===== src/alct_pkg.sv =====
package alct_pkg;

  localparam int unsigned WORD_W   = 32;
  localparam int unsigned TYPE_W   = 24;
  localparam int unsigned SIZE_W   = 16;
  localparam int unsigned WALK_W   = 25;  // external_base + 24-bit type, plus one
  localparam int unsigned FLAG_POS = 31;

  typedef enum logic [2:0] {
    ST_WRITTEN        = 3'd0,
    ST_ALLOWED        = 3'd1,
    ST_ZERO_REPEAT    = 3'd2,
    ST_TYPE_MISMATCH  = 3'd3,
    ST_COUNT_EXCEEDED = 3'd4,
    ST_LIST_ENDED     = 3'd5,
    ST_BEYOND_TABLE   = 3'd6
  } status_t;

  typedef enum logic [1:0] {
    REG_REPEAT_START  = 2'd0,
    REG_REPEAT_LENGTH = 2'd1,
    REG_EXTERNAL_BASE = 2'd2
  } reg_idx_t;

  typedef enum logic [2:0] {
    S_IDLE,
    S_FOLD,
    S_ADDR,
    S_WORD,
    S_WADDR,
    S_WENTRY,
    S_FINISH
  } state_t;

  // request to the remainder unit
  typedef struct packed {
    logic              start;
    logic [WORD_W-1:0] dividend;
    logic [WORD_W-1:0] divisor;
  } rem_req_t;

  // response from the remainder unit
  typedef struct packed {
    logic              done;
    logic [WORD_W-1:0] rem;
  } rem_rsp_t;

  // (offset mod 4) / size, size 0 read as 1
  function automatic logic [1:0] sub_offset(input logic [1:0] lo, input logic [SIZE_W-1:0] sz);
    logic [1:0] res;
    res = 2'd0;
    if (sz <= 16'd1) begin
      res = lo;
    end else if (sz == 16'd2) begin
      res = {1'b0, lo[1]};
    end else if (sz == 16'd3) begin
      res = (lo == 2'd3) ? 2'd1 : 2'd0;
    end
    return res;
  endfunction

endpackage


===== src/alct_rem.sv =====
// restoring remainder, one quotient bit per cycle
module alct_rem import alct_pkg::*; (
  input  logic     clk,
  input  logic     rst,
  input  rem_req_t req,
  output rem_rsp_t rsp
);

  logic              busy;
  logic              done;
  logic [4:0]        cnt;
  logic [WORD_W-1:0] acc;
  logic [WORD_W-1:0] dq;
  logic [WORD_W-1:0] dvs;
  logic [WORD_W:0]   trial;
  logic [WORD_W:0]   acc_next;

  always_comb begin
    trial = {acc, dq[WORD_W-1]};
    if (trial >= {1'b0, dvs}) begin
      acc_next = trial - {1'b0, dvs};
    end else begin
      acc_next = trial;
    end
  end

  always_ff @(posedge clk) begin
    if (rst) begin
      busy <= 1'b0;
      cnt  <= '0;
      done <= 1'b0;
    end else begin
      done <= 1'b0;
      if (req.start) begin
        busy <= 1'b1;
        cnt  <= '0;
      end else if (busy) begin
        cnt <= cnt + 5'd1;
        if (cnt == 5'd31) begin
          busy <= 1'b0;
          done <= 1'b1;
        end
      end
    end
  end

  always_ff @(posedge clk) begin
    if (req.start) begin
      acc <= '0;
      dq  <= req.dividend;
      dvs <= req.divisor;
    end else if (busy) begin
      acc <= acc_next[WORD_W-1:0];
      dq  <= {dq[WORD_W-2:0], 1'b0};
    end
  end

  assign rsp = {done, acc};

endmodule


===== config.mk =====
export PLATFORM = sky130hd
export DESIGN_NAME = alct_rem
export DESIGN_NICKNAME = d
export VERILOG_FILES = /design/src/alct_pkg.sv /design/src/alct_rem.sv
export SDC_FILE = /design/constraint.sdc
export NUM_CORES = 1
export LEC_CHECK = 0
export ABC_AREA = 1
export BUFFER_PORTS_ARGS = -buffer_cell sky130_fd_sc_hd__buf_2
export CAP_MARGIN = 20
export CELL_PAD_IN_SITES_DETAIL_PLACEMENT = 1
export CELL_PAD_IN_SITES_GLOBAL_PLACEMENT = 2
export CORE_AREA = 5 5 160 162
export CTS_CLUSTER_SIZE = 10
export DETAILED_ROUTE_END_ITERATION = 8
export DIE_AREA = 0 0 165 167
export GPL_ROUTABILITY_DRIVEN = 0
export PLACE_DENSITY_LB_ADDON = 0.1
export SLEW_MARGIN = 10
export SYNTH_ARGS = -nofsm -noshare
export SYNTH_HDL_FRONTEND = slang
export SYNTH_SLANG_ARGS = --single-unit

===== constraint.sdc =====
create_clock -name clk -period 1.95 [get_ports clk]
set_input_delay 0 -clock clk [delete_from_list [all_inputs] [get_ports clk]]
set_output_delay 0 -clock clk [all_outputs]
set_load 0.02 [all_outputs]

==> After elaboration in Yosys (flattened, before gate mapping) <==
Cells that the tools add are included.
Widths: inputs -> output; s select.
{ "totals": {"ff_bits": 103, "inputBits": 67, "word_cells": 21} }
{ "classes": {"add_sub_neg": 2, "magnitude_cmp": 1, "eq_ne": 1, "muxes": 7, "bitwise": 1, "reduce_logical": 3} }
{ "ops": {"columns": ["cell", "count"], "rows": [
  ["$mux 32", 3],
  ["$ge 33x32->1", 1],
  ["$sub 32x32->32", 1],
  ["$add 5x1->5 const B", 1],
  ["$eq 5x5->1 const B", 1],
  ["$mux 1", 4],
  ["$reduce_or 3->1", 1],
  ["$reduce_bool 2->1", 1],
  ["$reduce_or 2->1", 1],
  ["$not 1->1", 1]
]} }

==> Logic depth before layout (Yosys ltp) <==
Gate-level depths: netlist (run 1).
{ "depth": {"depth_word": 4, "mapped_depth": 17} }

==> Worst setup path before layout (run 1) <==
Ideal clock, no wire load.
{ "synth_timing": {"path_kind": "reg2reg", "startpoint": "register busy", "endpoint": "register dq[0] (enable)", "setup_ns": 0.410, "arrival_time_ns": 1.686, "setup_slack_ns": -0.146, "stages_incl_launch_ff": 4, "cell_sequence": "dfxtp_1 > nor2_1 > inv_1 > clkbuf_1"} }
{ "synth_between": {"elab_chain_cells": 1} }
{ "synth_lines": {"columns": ["item", "line_no", "text"], "rows": [
  ["start, declared", "alct_rem.sv:9", "logic busy;"],
  ["start signal, assigned", "alct_rem.sv:29", "busy <= 1'b0;"],
  ["start signal, assigned", "alct_rem.sv:35", "busy <= 1'b1;"],
  ["start signal, assigned", "alct_rem.sv:40", "busy <= 1'b0;"],
  ["$reduce_bool 2->1 (no line)", null, null],
  ["end signal, assigned", "alct_rem.sv:50", "dq <= req.dividend;"],
  ["end signal, assigned", "alct_rem.sv:54", "dq <= {dq[WORD_W-2:0], 1'b0};"],
  ["end, declared", "alct_rem.sv:13", "logic [WORD_W-1:0] dq;"]
]} }
No other way between the ends.
A chain may end at the register's enable or synchronous reset.

==> Worst setup path in the final report (run 1) <==
{ "layout_timing": {"startpoint": "register dvs[8]", "endpoint": "register acc[29]"} }
{ "layout_between": {"elab_chain_cells": 2, "elab_cells_between_ends": 3, "classes_between": "1 x add/sub; 1 x order compare; 1 x mux"} }
{ "layout_lines": {"columns": ["item", "line_no", "text"], "rows": [
  ["start, declared", "alct_rem.sv:14", "logic [WORD_W-1:0] dvs;"],
  ["start signal, assigned", "alct_rem.sv:51", "dvs <= req.divisor;"],
  ["$sub 32x32->32 or $ge 33x32->1 (tied branches)", "alct_rem.sv:21, alct_rem.sv:20", null],
  ["$mux 32 *", "alct_rem.sv:20", "if (trial >= {1'b0, dvs}) begin"],
  ["end signal, assigned", "alct_rem.sv:53", "acc <= acc_next[WORD_W-1:0];"],
  ["end, declared", "alct_rem.sv:12", "logic [WORD_W-1:0] acc;"]
]} }
Every way passes the cells marked *; elsewhere a longest branch is shown, timed or not.

==> results of run 1 <==
-- cells by family after synthesis --
group / Yosys count
xor+xnor: 16
fa+ha+maj: 35
buf+inv: 212
simple gates: 587
flops: 103
compound gates: 41
-- area by class of cell --
cell class | instances | area (sq um) | share of cell area
flip-flops and latches | 103 | 2710 | 0.241
repair buffers | 353 | 2810 | 0.250
well taps | 324 | 405 | 0.0360
clock inverters | 6 | 62.6 | 0.00556
inverters | 189 | 709 | 0.0631
multi-input cells | 679 | 4320 | 0.384
clock buffers | 10 | 229 | 0.0204
-- synthesized netlist by cell type (2+ instances only) --
master,count,area [sq um]
clkbuf_1,10,37.5
inv_1,187,702
nand2_1,412,1550
o21ai_1,11,55.1
nand4_1,9,56.3
nor2_2,7,43.8
buf_2,6,30.0
xnor2_1,14,123
nor2_1,40,150
nand3_1,73,365
o21a_1,2,15.0
nor3_1,6,30.0
edfxtp_1,64,1920
buf_6,4,45.0
nand3_2,8,80.1
a21oi_1,23,115
buf_4,2,15.0
xor2_1,2,17.5
ha_1,34,425
nand3b_1,14,105
o21ai_0,3,15.0
inv_2,2,7.51
nand2_2,7,43.8
dfxtp_1,39,781
nor2_4,3,33.8
nand2_4,2,22.5
and2_1,3,18.8
-- registers in the layout (all words and copies together) (netlist names) --
name,flops
dq,32
cnt,5
acc,32
dvs,32
done,1
busy,1
-- through the flow --
step                       util  total power [uW]  TNS, ps  std cells  setup slack [ps]
final                     0.469              5470    -3750       1664              -141
after global routing      0.469              5750    -7000       1664              -237
after CTS                 0.450              5500    -2750       1654              -127
after detailed placement  0.372              3310    -8510       1554              -356
after global placement    0.372              3300    -7360       1554              -268
after floorplan               -              2920        0        994            0.0245
-- worst max-delay path by stage --
stage                     slack [ps]  endpoint  startpoint
after detailed placement        -360   acc[28]      dq[31]
after CTS                       -130   acc[29]     dvs[27]
final                           -140   acc[29]      dvs[8]
after global routing            -240   acc[28]     dvs[22]
after global placement          -270   acc[28]     dvs[11]
after floorplan                 0.02   acc[10]      acc[2]
-- power by group --
group	internal [uW]	leakage (uW)	total (uW)	switching [uW]
Combinational	522	0.00471	1060	535
Clock	908	0.000143	1910	1000
Sequential	2460	0.000958	2510	44.3
-- metal layers --
layer | share of wire | global-route usage
met5 | 0 | 0
met3 | 0.021 | 0.0230
met2 | 0.52 | 0.333
met4 | 0.0074 | 0.0325
met1 | 0.45 | 0.231
-- worst reg2reg max path: cells and delay by family, from the launching register on --
| kind | cells | cell delay, ps |
|---|---|---|
| and+or+nand+nor | 10 | 950 |
| buffers and inverters | 4 | 410 |
| adders and majority gates | 1 | 300 |
| DFF | 1 | 350 |
-- timing repair --
| action | 4_1_cts | 5_1_grt |
|---|---|---|
| hold endpoints to repair | 71 | 0 |
| gates resized for setup | 147 | 86 |
| pin swaps | 34 | 37 |
| setup endpoints to repair | 32 | 32 |
| cloned | 2 | 3 |
| hold buffers | 65 | 0 |
| setup buffers | 19 | 7 |
==> reports/results.ini, run 1 <==
[outcome]
outcome = complete, but fails checks
violations = setup timing

[finish]
num-fill-cells = 2973
nets = 1437
mostFrequentLayoutCell = nand2_1
share_of_cells_above_drive_strength_1 = 0.384
antenna_cells_inserted = 0
postLayoutCellArea_sq_mm = 0.0112
most-common-layout-cells = 344 x nand2_1, 169 x buf_4, 167 x inv_1
area_growth_syn_to_fin_pct = 63.6

[logic_synthesis]
async_flop_share = 0
synth_seq_area_share = 0.393
postSynthNetCount = 1096
synth-edff-count = 64
synth_area_per_cell_sq_um = 6.91
post_synth_inst_count = 994
synth_compound_gate_area_share = 0.0315
combinational_family_with_the_most_area_after_synthesis = simple AND/OR/NAND/NOR gates
yosysWarningCount = 0
yosys.area_share.adder = 0.0648
synth-xor-area-share = 0.0204
ys_dominant_reg_cell = edfxtp_1
yosys.area_share.simple = 0.366
synth_seq_cells = 103
yosys.cell_types.count = 34
post_synth_mux_area_share = 0
synthesis.area_sq_mm = 0.00687

[setup_path]
r2r_cells = 15
endpoint_kind = flip-flop
reg2reg_to = acc[29]
cp_data_arrival_time_ps = 2360
biggest_fanout_along_the_worst_timing_path = 8
critPathLaunchType = flip-flop
regToRegSetupSlack_ps = -140
worstReg2RegStart = dvs[8]
worst_ep_required_time_ps = 2220
crit_path_max_incr_delay_ps = 350
critical_path.most_common_cell = nor2_4
cpMaxStageDelayCell = edfxtp_1
setup.worst_path.class = flip-flop to flip-flop
worst-path-buf-inv = 4
cpLargestDelayFamily = simple AND/OR/NAND/NOR gates
worst-path-stages = 15
crit_path_cell_trace = inv_2, ha_4, nand2_4, nor2_4, nand2_4, nor2_4, inv_2, nor2_4, nor2_4, buf_8, nand2_8, buf_12, nand3_2, nand2_1, nand2_1

[timing]
hold-worst-slack_ps = 94.3
maxClockFrequency_ghz = 0.478
clock-skew-final_ps = 11.8
worstMarginPinSlew_ps = 411
finalHoldViolations = 0
grt_setup_unrepaired = true
max-slew-margin-rel = 0.726
fin_crit_ps = 2090
timing.final.setup_violations = 32
finalMaxSlewViolations = 0
finalWorstSetupSlack_ps = -141
period_share = 1.07

[global_route]
grt_antenna_before_repair = 1
grt_util_all_layers = 0.183
global_route.overflow_total = 0
grt_pass1_wl_mm = 39.9
pin_count_of_the_biggest_net_entering_global_routing = 44
number_of_global_route_vias_before_repair = 7750

[detailed_routing]
vias_per_cell = 4.37
totalWireLength_mm = 25.4
dr.pass1.iters = 4
route.detailed.wl_per_inst_um = 15.3
drt-initial-drc-count = 237
detailroute.via_count = 7266
drt.antenna.violating_nets = 0
drc_errors = 0

[cts]
cts_root_buf = clkbuf_16
clock_tree.htree_level_count = 3
cts.reportedPaths.clkPinSlew_ps = 80
tritoncts = built
insertion_delay_ps = 370
cts_buffers = 9
cts-root-to-sink-buffers = 2
clkSinkCount = 103

[job]
max_cap_viol_count = 0

[hold_path]
hold_depth = 1
worst_hold_launch = req[64]
hold_endpoint = dvs[2]
hold_path_class = input pin to flip-flop

[power]
power.density_mw_per_mm2 = 486
peakVddDrop_uv = 311
cellLeakagePower_uw = 0.00581

[place]
dp_hpwl_mm = 18.7
placedInstanceArea_sq_mm = 0.00892
io_buffers = 99

[floorplanning]
start_util = 0.287
io_pins = 100
core-area_sq_mm = 0.0240
chipHeight_um = 167
die_width_um = 165
design.die.area_sq_mm = 0.0276
std_cell_rows = 57

(Power assumes the default switching activity.)
==> run 2: changes to the inputs <==
--- a/config.mk
+++ b/config.mk
@@ -6,14 +6,14 @@
 export NUM_CORES = 1
 export LEC_CHECK = 0
 export ABC_AREA = 1
-export BUFFER_PORTS_ARGS = -buffer_cell sky130_fd_sc_hd__buf_2
+export BUFFER_PORTS_ARGS = -buffer_cell sky130_fd_sc_hd__buf_4
 export CAP_MARGIN = 20
 export CELL_PAD_IN_SITES_DETAIL_PLACEMENT = 1
 export CELL_PAD_IN_SITES_GLOBAL_PLACEMENT = 2
-export CORE_AREA = 5 5 160 162
+export CORE_AREA = 4 4 159 161
 export CTS_CLUSTER_SIZE = 10
 export DETAILED_ROUTE_END_ITERATION = 8
-export DIE_AREA = 0 0 165 167
+export DIE_AREA = 0 0 163 165
 export GPL_ROUTABILITY_DRIVEN = 0
 export PLACE_DENSITY_LB_ADDON = 0.1
 export SLEW_MARGIN = 10
==> reports/results.ini, run 2 (synthesized netlist as in run 1, its figures left out) <==
[finish]
final_cells = 1638  ; was 1,664
antenna_cells_inserted = 0  ; unchanged
final-seq-area_sq_mm = 0.00271  ; unchanged
most-common-layout-cells = 343 x nand2_1, 248 x buf_4, 168 x inv_1  ; was 344 x nand2_1, 169 x buf_4, 167 x inv_1
multiInputGateArea_sq_mm = 0.00420  ; was 0.00432 sq mm
nets = 1411  ; was 1,437
num-fill-cells = 2961  ; was 2,973
postLayoutCellArea_sq_mm = 0.0111  ; was 0.0112 sq mm
area_growth_syn_to_fin_pct = 61.1  ; was 63.6%
share_of_cells_above_drive_strength_1 = 0.358  ; was 0.384
layout_top_registers = acc: 32 flops, dq: 32 flops, dvs: 32 flops  ; unchanged
mostFrequentLayoutCell = nand2_1  ; unchanged

[cts]
clkSinkCount = 103  ; unchanged
cts_root_buf = clkbuf_16  ; unchanged
tritoncts = built  ; unchanged
cts-root-to-sink-buffers = 2  ; unchanged
cts.reportedPaths.clkPinSlew_ps = 90  ; was 80 ps
cts_buffers = 9  ; unchanged
clock_tree.htree_level_count = 3  ; unchanged
insertion_delay_ps = 370  ; about the same

[power]
power.density_mw_per_mm2 = 491  ; was 486 mW/mm^2
internal-power_uw = 3900  ; was 3890 uW
power_switching_uw = 1540  ; was 1580 uW
cellLeakagePower_uw = 0.00564  ; was 0.00581 uW
swShare = 0.283  ; was 0.289
share_comb_of_total_power = 0.194  ; was 0.193
clock_power_share = 0.346  ; was 0.349
peakVddDrop_uv = 322  ; was 311 uV
total_power_uw = 5430  ; was 5470 uW
pwr-share-seq = 0.461  ; was 0.458

[setup_path]
setup.worst_path.class = flip-flop to flip-flop  ; unchanged
critical_path.most_common_cell = nand2_2  ; was nor2_4
biggest_fanout_along_the_worst_timing_path = 18  ; was 8
cp_data_arrival_time_ps = 2320  ; was 2360 ps
regToRegSetupSlack_ps = -110  ; was -140 ps
endpoint_kind = flip-flop  ; unchanged
r2r_cells = 15  ; unchanged
cpMaxStageDelayCell = edfxtp_1  ; unchanged
crit_path_cell_trace = inv_2, ha_4, nand2_4, nand2_4, nand2_2, nand2_2, nand2_2, nand2_2, nand2_2, nand2_2, nor2_4, buf_8, nand3b_1, nand3_2, nand2_1  ; was inv_2, ha_4, nand2_4, nor2_4, nand2_4, nor2_4, inv_2, nor2_4, nor2_4, buf_8, nand2_8, buf_12, nand3_2, nand2_1, nand2_1
crit_path_max_incr_delay_ps = 390  ; was 350 ps
critPathLaunchType = flip-flop  ; unchanged
worstReg2RegStart = dvs[18]  ; was dvs[8]
worst_ep_required_time_ps = 2210  ; was 2220 ps
reg2reg_to = acc[12]  ; was acc[29]

[hold_path]
hold_depth = 1  ; unchanged
hold_endpoint = dvs[26]  ; was dvs[2]
worst_hold_launch = req[64]  ; unchanged
hold_path_class = input pin to flip-flop  ; unchanged

[timing]
period_share = 1.06  ; was 1.07
finalHoldViolations = 0  ; unchanged
worstMarginPinSlew_ps = 394  ; was 411 ps
grt_setup_unrepaired = true  ; unchanged
clock-skew-final_ps = 11.0  ; was 11.8 ps
maxClockFrequency_ghz = 0.484  ; was 0.478 GHz
finalMaxSlewViolations = 0  ; unchanged
finalWorstSetupSlack_ps = -114  ; was -141 ps
totalNegativeSetupSlack_ps = -1500  ; was -3750 ps
max-slew-margin-rel = 0.738  ; was 0.726
timing.final.setup_violations = 32  ; unchanged
fin_crit_ps = 2060  ; was 2090 ps

[floorplanning]
io_pins = 100  ; unchanged
chipHeight_um = 165  ; was 167 um
design.die.area_sq_mm = 0.0269  ; was 0.0276 sq mm
die_width_um = 163  ; was 165 um
std_cell_rows = 57  ; unchanged
start_util = 0.287  ; unchanged
core-area_sq_mm = 0.0240  ; unchanged

[detailed_routing]
dr.pass1.iters = 4  ; unchanged
drt-initial-drc-count = 222  ; was 237
drt.antenna.violating_nets = 0  ; unchanged
route.detailed.wl_per_inst_um = 15.1  ; was 15.3 um
vias_per_cell = 4.39  ; was 4.37
totalWireLength_mm = 24.8  ; was 25.4 mm
drc_errors = 0  ; unchanged
detailroute.via_count = 7199  ; was 7,266

[place]
dp.cells = 1546  ; was 1,554
dp_hpwl_mm = 18.8  ; was 18.7 mm
dp_slack_ps = -336  ; was -356 ps
placedInstanceArea_sq_mm = 0.00909  ; was 0.00892 sq mm
io_buffers = 99  ; unchanged

[global_route]
number_of_global_route_vias_before_repair = 7646  ; was 7,750
grt_pass1_wl_mm = 40.1  ; was 39.9 mm
grt_antenna_before_repair = 0  ; was 1
grt_util_all_layers = 0.189  ; was 0.183
global_route.overflow_total = 0  ; unchanged
pin_count_of_the_biggest_net_entering_global_routing = 44  ; unchanged

[job]
max_cap_viol_count = 0  ; unchanged

[outcome]
violations = setup timing  ; unchanged
outcome = complete, but fails checks  ; unchanged

run 2: cell types whose count changed in the layout (fill, tap and decap cells not counted), sizes merged:
| cell | before | now |
|---|---|---|
| clkinv | 2 | 3 |
| inv | 193 | 192 |
| buf | 285 | 261 |
| clkbuf | 13 | 11 |
run 2: worst max path at each step:
stage / from / endpoint / depth (start not counted)
floorplan: acc[2] / acc[10] / 14
global placement: dvs[16] / acc[29] / 16
detailed placement: dvs[18] / acc[28] / 16
CTS: dvs[4] / acc[12] / 18
global route: dvs[18] / acc[12] / 15
finish: dvs[18] / acc[12] / 15
run 2: power groups by stage:
stage	clock, uW	combinational (uW)	sequential (uW)
floorplan	0	383	2540
global placement	0	802	2550
detailed placement	0	805	2550
CTS	1950	1040	2500
global route	2030	1160	2520
finish	1880	1050	2500
run 2: layout make-up:
type	instances	area share
clock buffers	10	0.0207
clock inverters	6	0.00565
inverters	189	0.0641
multi-input cells	679	0.379
flip-flops and latches	103	0.244
well taps	324	0.0366
repair buffers	327	0.249
run 2: per-stage QoR:
stage	hold slack, ps	util
after global placement	179	0.379
final	86.6	0.462
after floorplan	76.1	-
after global routing	83.1	0.462
after detailed placement	180	0.379
after CTS	80.7	0.454
run 2: repair_timing:
| action | 4_1_cts | 5_1_grt |
|---|---|---|
| gates resized for setup | 154 | 55 |
| endpoints found under the hold margin | 71 | 0 |
| buffers inserted | 10 | 1 |
| hold buffers | 65 | 0 |
| setup endpoints to repair | 32 | 32 |
| pin swaps | 26 | 22 |
| cloned | 1 | 1 |
run 2: routing by layer:
layer  track usage  vias to the layer above  wire length (um)
met5             0                        -                 0
met4        0.0335                        0               288
met3        0.0297                       17               732
met2         0.347                       96             12700
li1              -                     3690                 -
met1         0.237                     3396             11100
run 2: worst max-delay path: cells and delay by family (launching register included):
| kind | cells | cell delay (ps) |
|---|---|---|
| adder cells (fa/ha/maj) | 1 | 220 |
| buffers and inverters | 2 | 300 |
| flip-flops | 1 | 390 |
| AND/OR/NAND/NOR | 12 | 1050 |
==> run 3: changes to the inputs <==
--- a/config.mk
+++ b/config.mk
@@ -16,6 +16,7 @@
 export DIE_AREA = 0 0 163 165
 export GPL_ROUTABILITY_DRIVEN = 0
 export PLACE_DENSITY_LB_ADDON = 0.1
+export RECOVER_POWER = 50
 export SLEW_MARGIN = 10
 export SYNTH_ARGS = -nofsm -noshare
 export SYNTH_HDL_FRONTEND = slang
==> reports/results.ini, run 3 (synthesized netlist as in run 1, its figures left out) <==
[finish]
num-fill-cells = 2961  ; unchanged
antenna_cells_inserted = 0  ; unchanged
area_growth_syn_to_fin_pct = 61.0  ; was 61.1%
nets = 1411  ; unchanged
share_of_cells_above_drive_strength_1 = 0.356  ; was 0.358
layout_top_registers = acc: 32 flops, dq: 32 flops, dvs: 32 flops  ; unchanged
mostFrequentLayoutCell = nand2_1  ; unchanged
most-common-layout-cells = 343 x nand2_1, 214 x buf_4, 168 x inv_1  ; was 343 x nand2_1, 248 x buf_4, 168 x inv_1

[power]
power.density_mw_per_mm2 = 491  ; about the same
cellLeakagePower_uw = 0.00562  ; was 0.00564 uW
peakVddDrop_uv = 322  ; about the same
total_power_uw = 5430  ; about the same

[detailed_routing]
vias_per_cell = 4.41  ; was 4.39
drc_errors = 0  ; unchanged
totalWireLength_mm = 24.8  ; about the same
drt.antenna.violating_nets = 0  ; unchanged
route.detailed.wl_per_inst_um = 15.1  ; about the same
drt-initial-drc-count = 225  ; was 222
dr.pass1.iters = 4  ; unchanged
detailroute.via_count = 7216  ; was 7,199

[timing]
finalHoldViolations = 0  ; unchanged
worstMarginPinSlew_ps = 1450  ; was 394 ps
max-slew-margin-rel = 0.0309  ; was 0.738
period_share = 1.06  ; about the same
timing.final.setup_violations = 32  ; unchanged
grt_setup_unrepaired = true  ; unchanged
clock-skew-final_ps = 11.1  ; was 11.0 ps
finalWorstSetupSlack_ps = -111  ; was -114 ps
maxClockFrequency_ghz = 0.485  ; was 0.484 GHz
finalMaxSlewViolations = 0  ; unchanged
totalNegativeSetupSlack_ps = -1440  ; was -1500 ps
fin_crit_ps = 2060  ; about the same

[floorplanning]
design.die.area_sq_mm = 0.0269  ; unchanged
std_cell_rows = 57  ; unchanged
core-area_sq_mm = 0.0240  ; unchanged
chipHeight_um = 165  ; unchanged
die_width_um = 163  ; unchanged
start_util = 0.287  ; unchanged
io_pins = 100  ; unchanged

[cts]
clkSinkCount = 103  ; unchanged
cts.reportedPaths.clkPinSlew_ps = 80  ; was 90 ps
cts_buffers = 9  ; unchanged
clock_tree.htree_level_count = 3  ; unchanged
tritoncts = built  ; unchanged
insertion_delay_ps = 370  ; about the same
cts-root-to-sink-buffers = 2  ; unchanged
cts_root_buf = clkbuf_16  ; unchanged

[place]
dp_hpwl_mm = 18.8  ; unchanged
io_buffers = 99  ; unchanged

[setup_path]
r2r_cells = 15  ; unchanged
cp-startpoint = dvs[20]  ; was dvs[18]
worst-path-buf-inv = 3  ; was 2
setup.worst_path.class = flip-flop to flip-flop  ; unchanged
endpoint_kind = flip-flop  ; unchanged
critical_path.most_common_cell = nand2_2  ; unchanged
cp_data_arrival_time_ps = 2320  ; about the same
biggest_fanout_along_the_worst_timing_path = 18  ; unchanged
worstReg2RegStart = dvs[20]  ; was dvs[18]
worst_ep_required_time_ps = 2210  ; about the same
crit_path_max_incr_delay_ps = 400  ; was 390 ps
crit_path_cell_trace = inv_2, ha_4, nand2_2, inv_1, nand2_2, nand2_2, nand2_2, nand2_2, nand2_2, nand2_2, nor2_4, buf_8, nand3b_1, nand3_2, nand2_1  ; was inv_2, ha_4, nand2_4, nand2_4, nand2_2, nand2_2, nand2_2, nand2_2, nand2_2, nand2_2, nor2_4, buf_8, nand3b_1, nand3_2, nand2_1
critPathLaunchType = flip-flop  ; unchanged
cpLargestDelayFamily = simple AND/OR/NAND/NOR gates  ; unchanged
worst-path-stages = 15  ; unchanged
cpMaxStageDelayCell = edfxtp_1  ; unchanged

[global_route]
grt_util_all_layers = 0.189  ; unchanged
global_route.overflow_total = 0  ; unchanged
number_of_global_route_vias_before_repair = 7646  ; unchanged
grt_pass1_wl_mm = 40.1  ; unchanged
pin_count_of_the_biggest_net_entering_global_routing = 44  ; unchanged
grt_antenna_before_repair = 0  ; unchanged

[outcome]
outcome = complete, but fails checks  ; unchanged
violations = setup timing  ; unchanged

[job]
max_cap_viol_count = 0  ; unchanged

[hold_path]
hold_depth = 1  ; unchanged
hold_path_class = input pin to flip-flop  ; unchanged
worst_hold_launch = req[64]  ; unchanged

==> run 3: changes by cell type in the layout (fill, tap and decap cells not counted) <==
cell      delta
clkbuf_4    +32
buf_4       -34
clkbuf_1     +2
==> run 3: repair_timing <==
item / CTS / global route
endpoints found under the setup margin: 32 / 32
hold buffers: 65 / 0
cloned: 1 / 1
buffers inserted: 10 / 1
resized for setup: 154 / 55
endpoints found under the hold margin: 71 / 0
pin swaps: 26 / 22
==> run 3: where the power goes <==
group	total [uW]	switching, uW	internal (uW)
Combinational	1050	520	527
Clock	1880	973	905
Sequential	2500	42.2	2460
==> run 3: final timing paths <==
path,endpoint,slack [ps]
worst max register to register,acc[12],-110
worst max-delay path,acc[12],-110
worst min-delay path,dvs[26],90
worst min register to register,cnt[4],470
==> run 3: cell type report <==
type / count / area [sq um] / area share
Timing Repair Buffer: 327 / 2750 / 0.249
Multi-Input combinational cell: 679 / 4200 / 0.379
Clock buffer: 10 / 229 / 0.0207
Clock inverter: 6 / 62.6 / 0.00566
Inverter: 189 / 709 / 0.0641
Sequential cell: 103 / 2710 / 0.245
Tap cell: 324 / 405 / 0.0366
==> run 3: metrics by stage <==
step	std cells	setup WS, ps	util	instance area, sq um	hold WS [ps]
final	1638	-111	0.462	11100	86.0
after global routing	1638	-248	0.462	11100	82.8
after CTS	1637	-155	0.454	10900	80.7
after detailed placement	1546	-336	0.379	9090	180
after global placement	1546	-330	0.379	9090	179
after floorplan	994	0.0245	-	6880	76.1
==> run 3: routing by layer <==
| layer | GRT usage | vias to the layer above | share of wire |
|---|---|---|---|
| met2 | 0.347 | 92 | 0.51 |
| met4 | 0.0335 | 0 | 0.012 |
| met3 | 0.0297 | 17 | 0.026 |
| met5 | 0 | - | 0 |
| met1 | 0.237 | 3418 | 0.45 |
| li1 | - | 3689 | - |
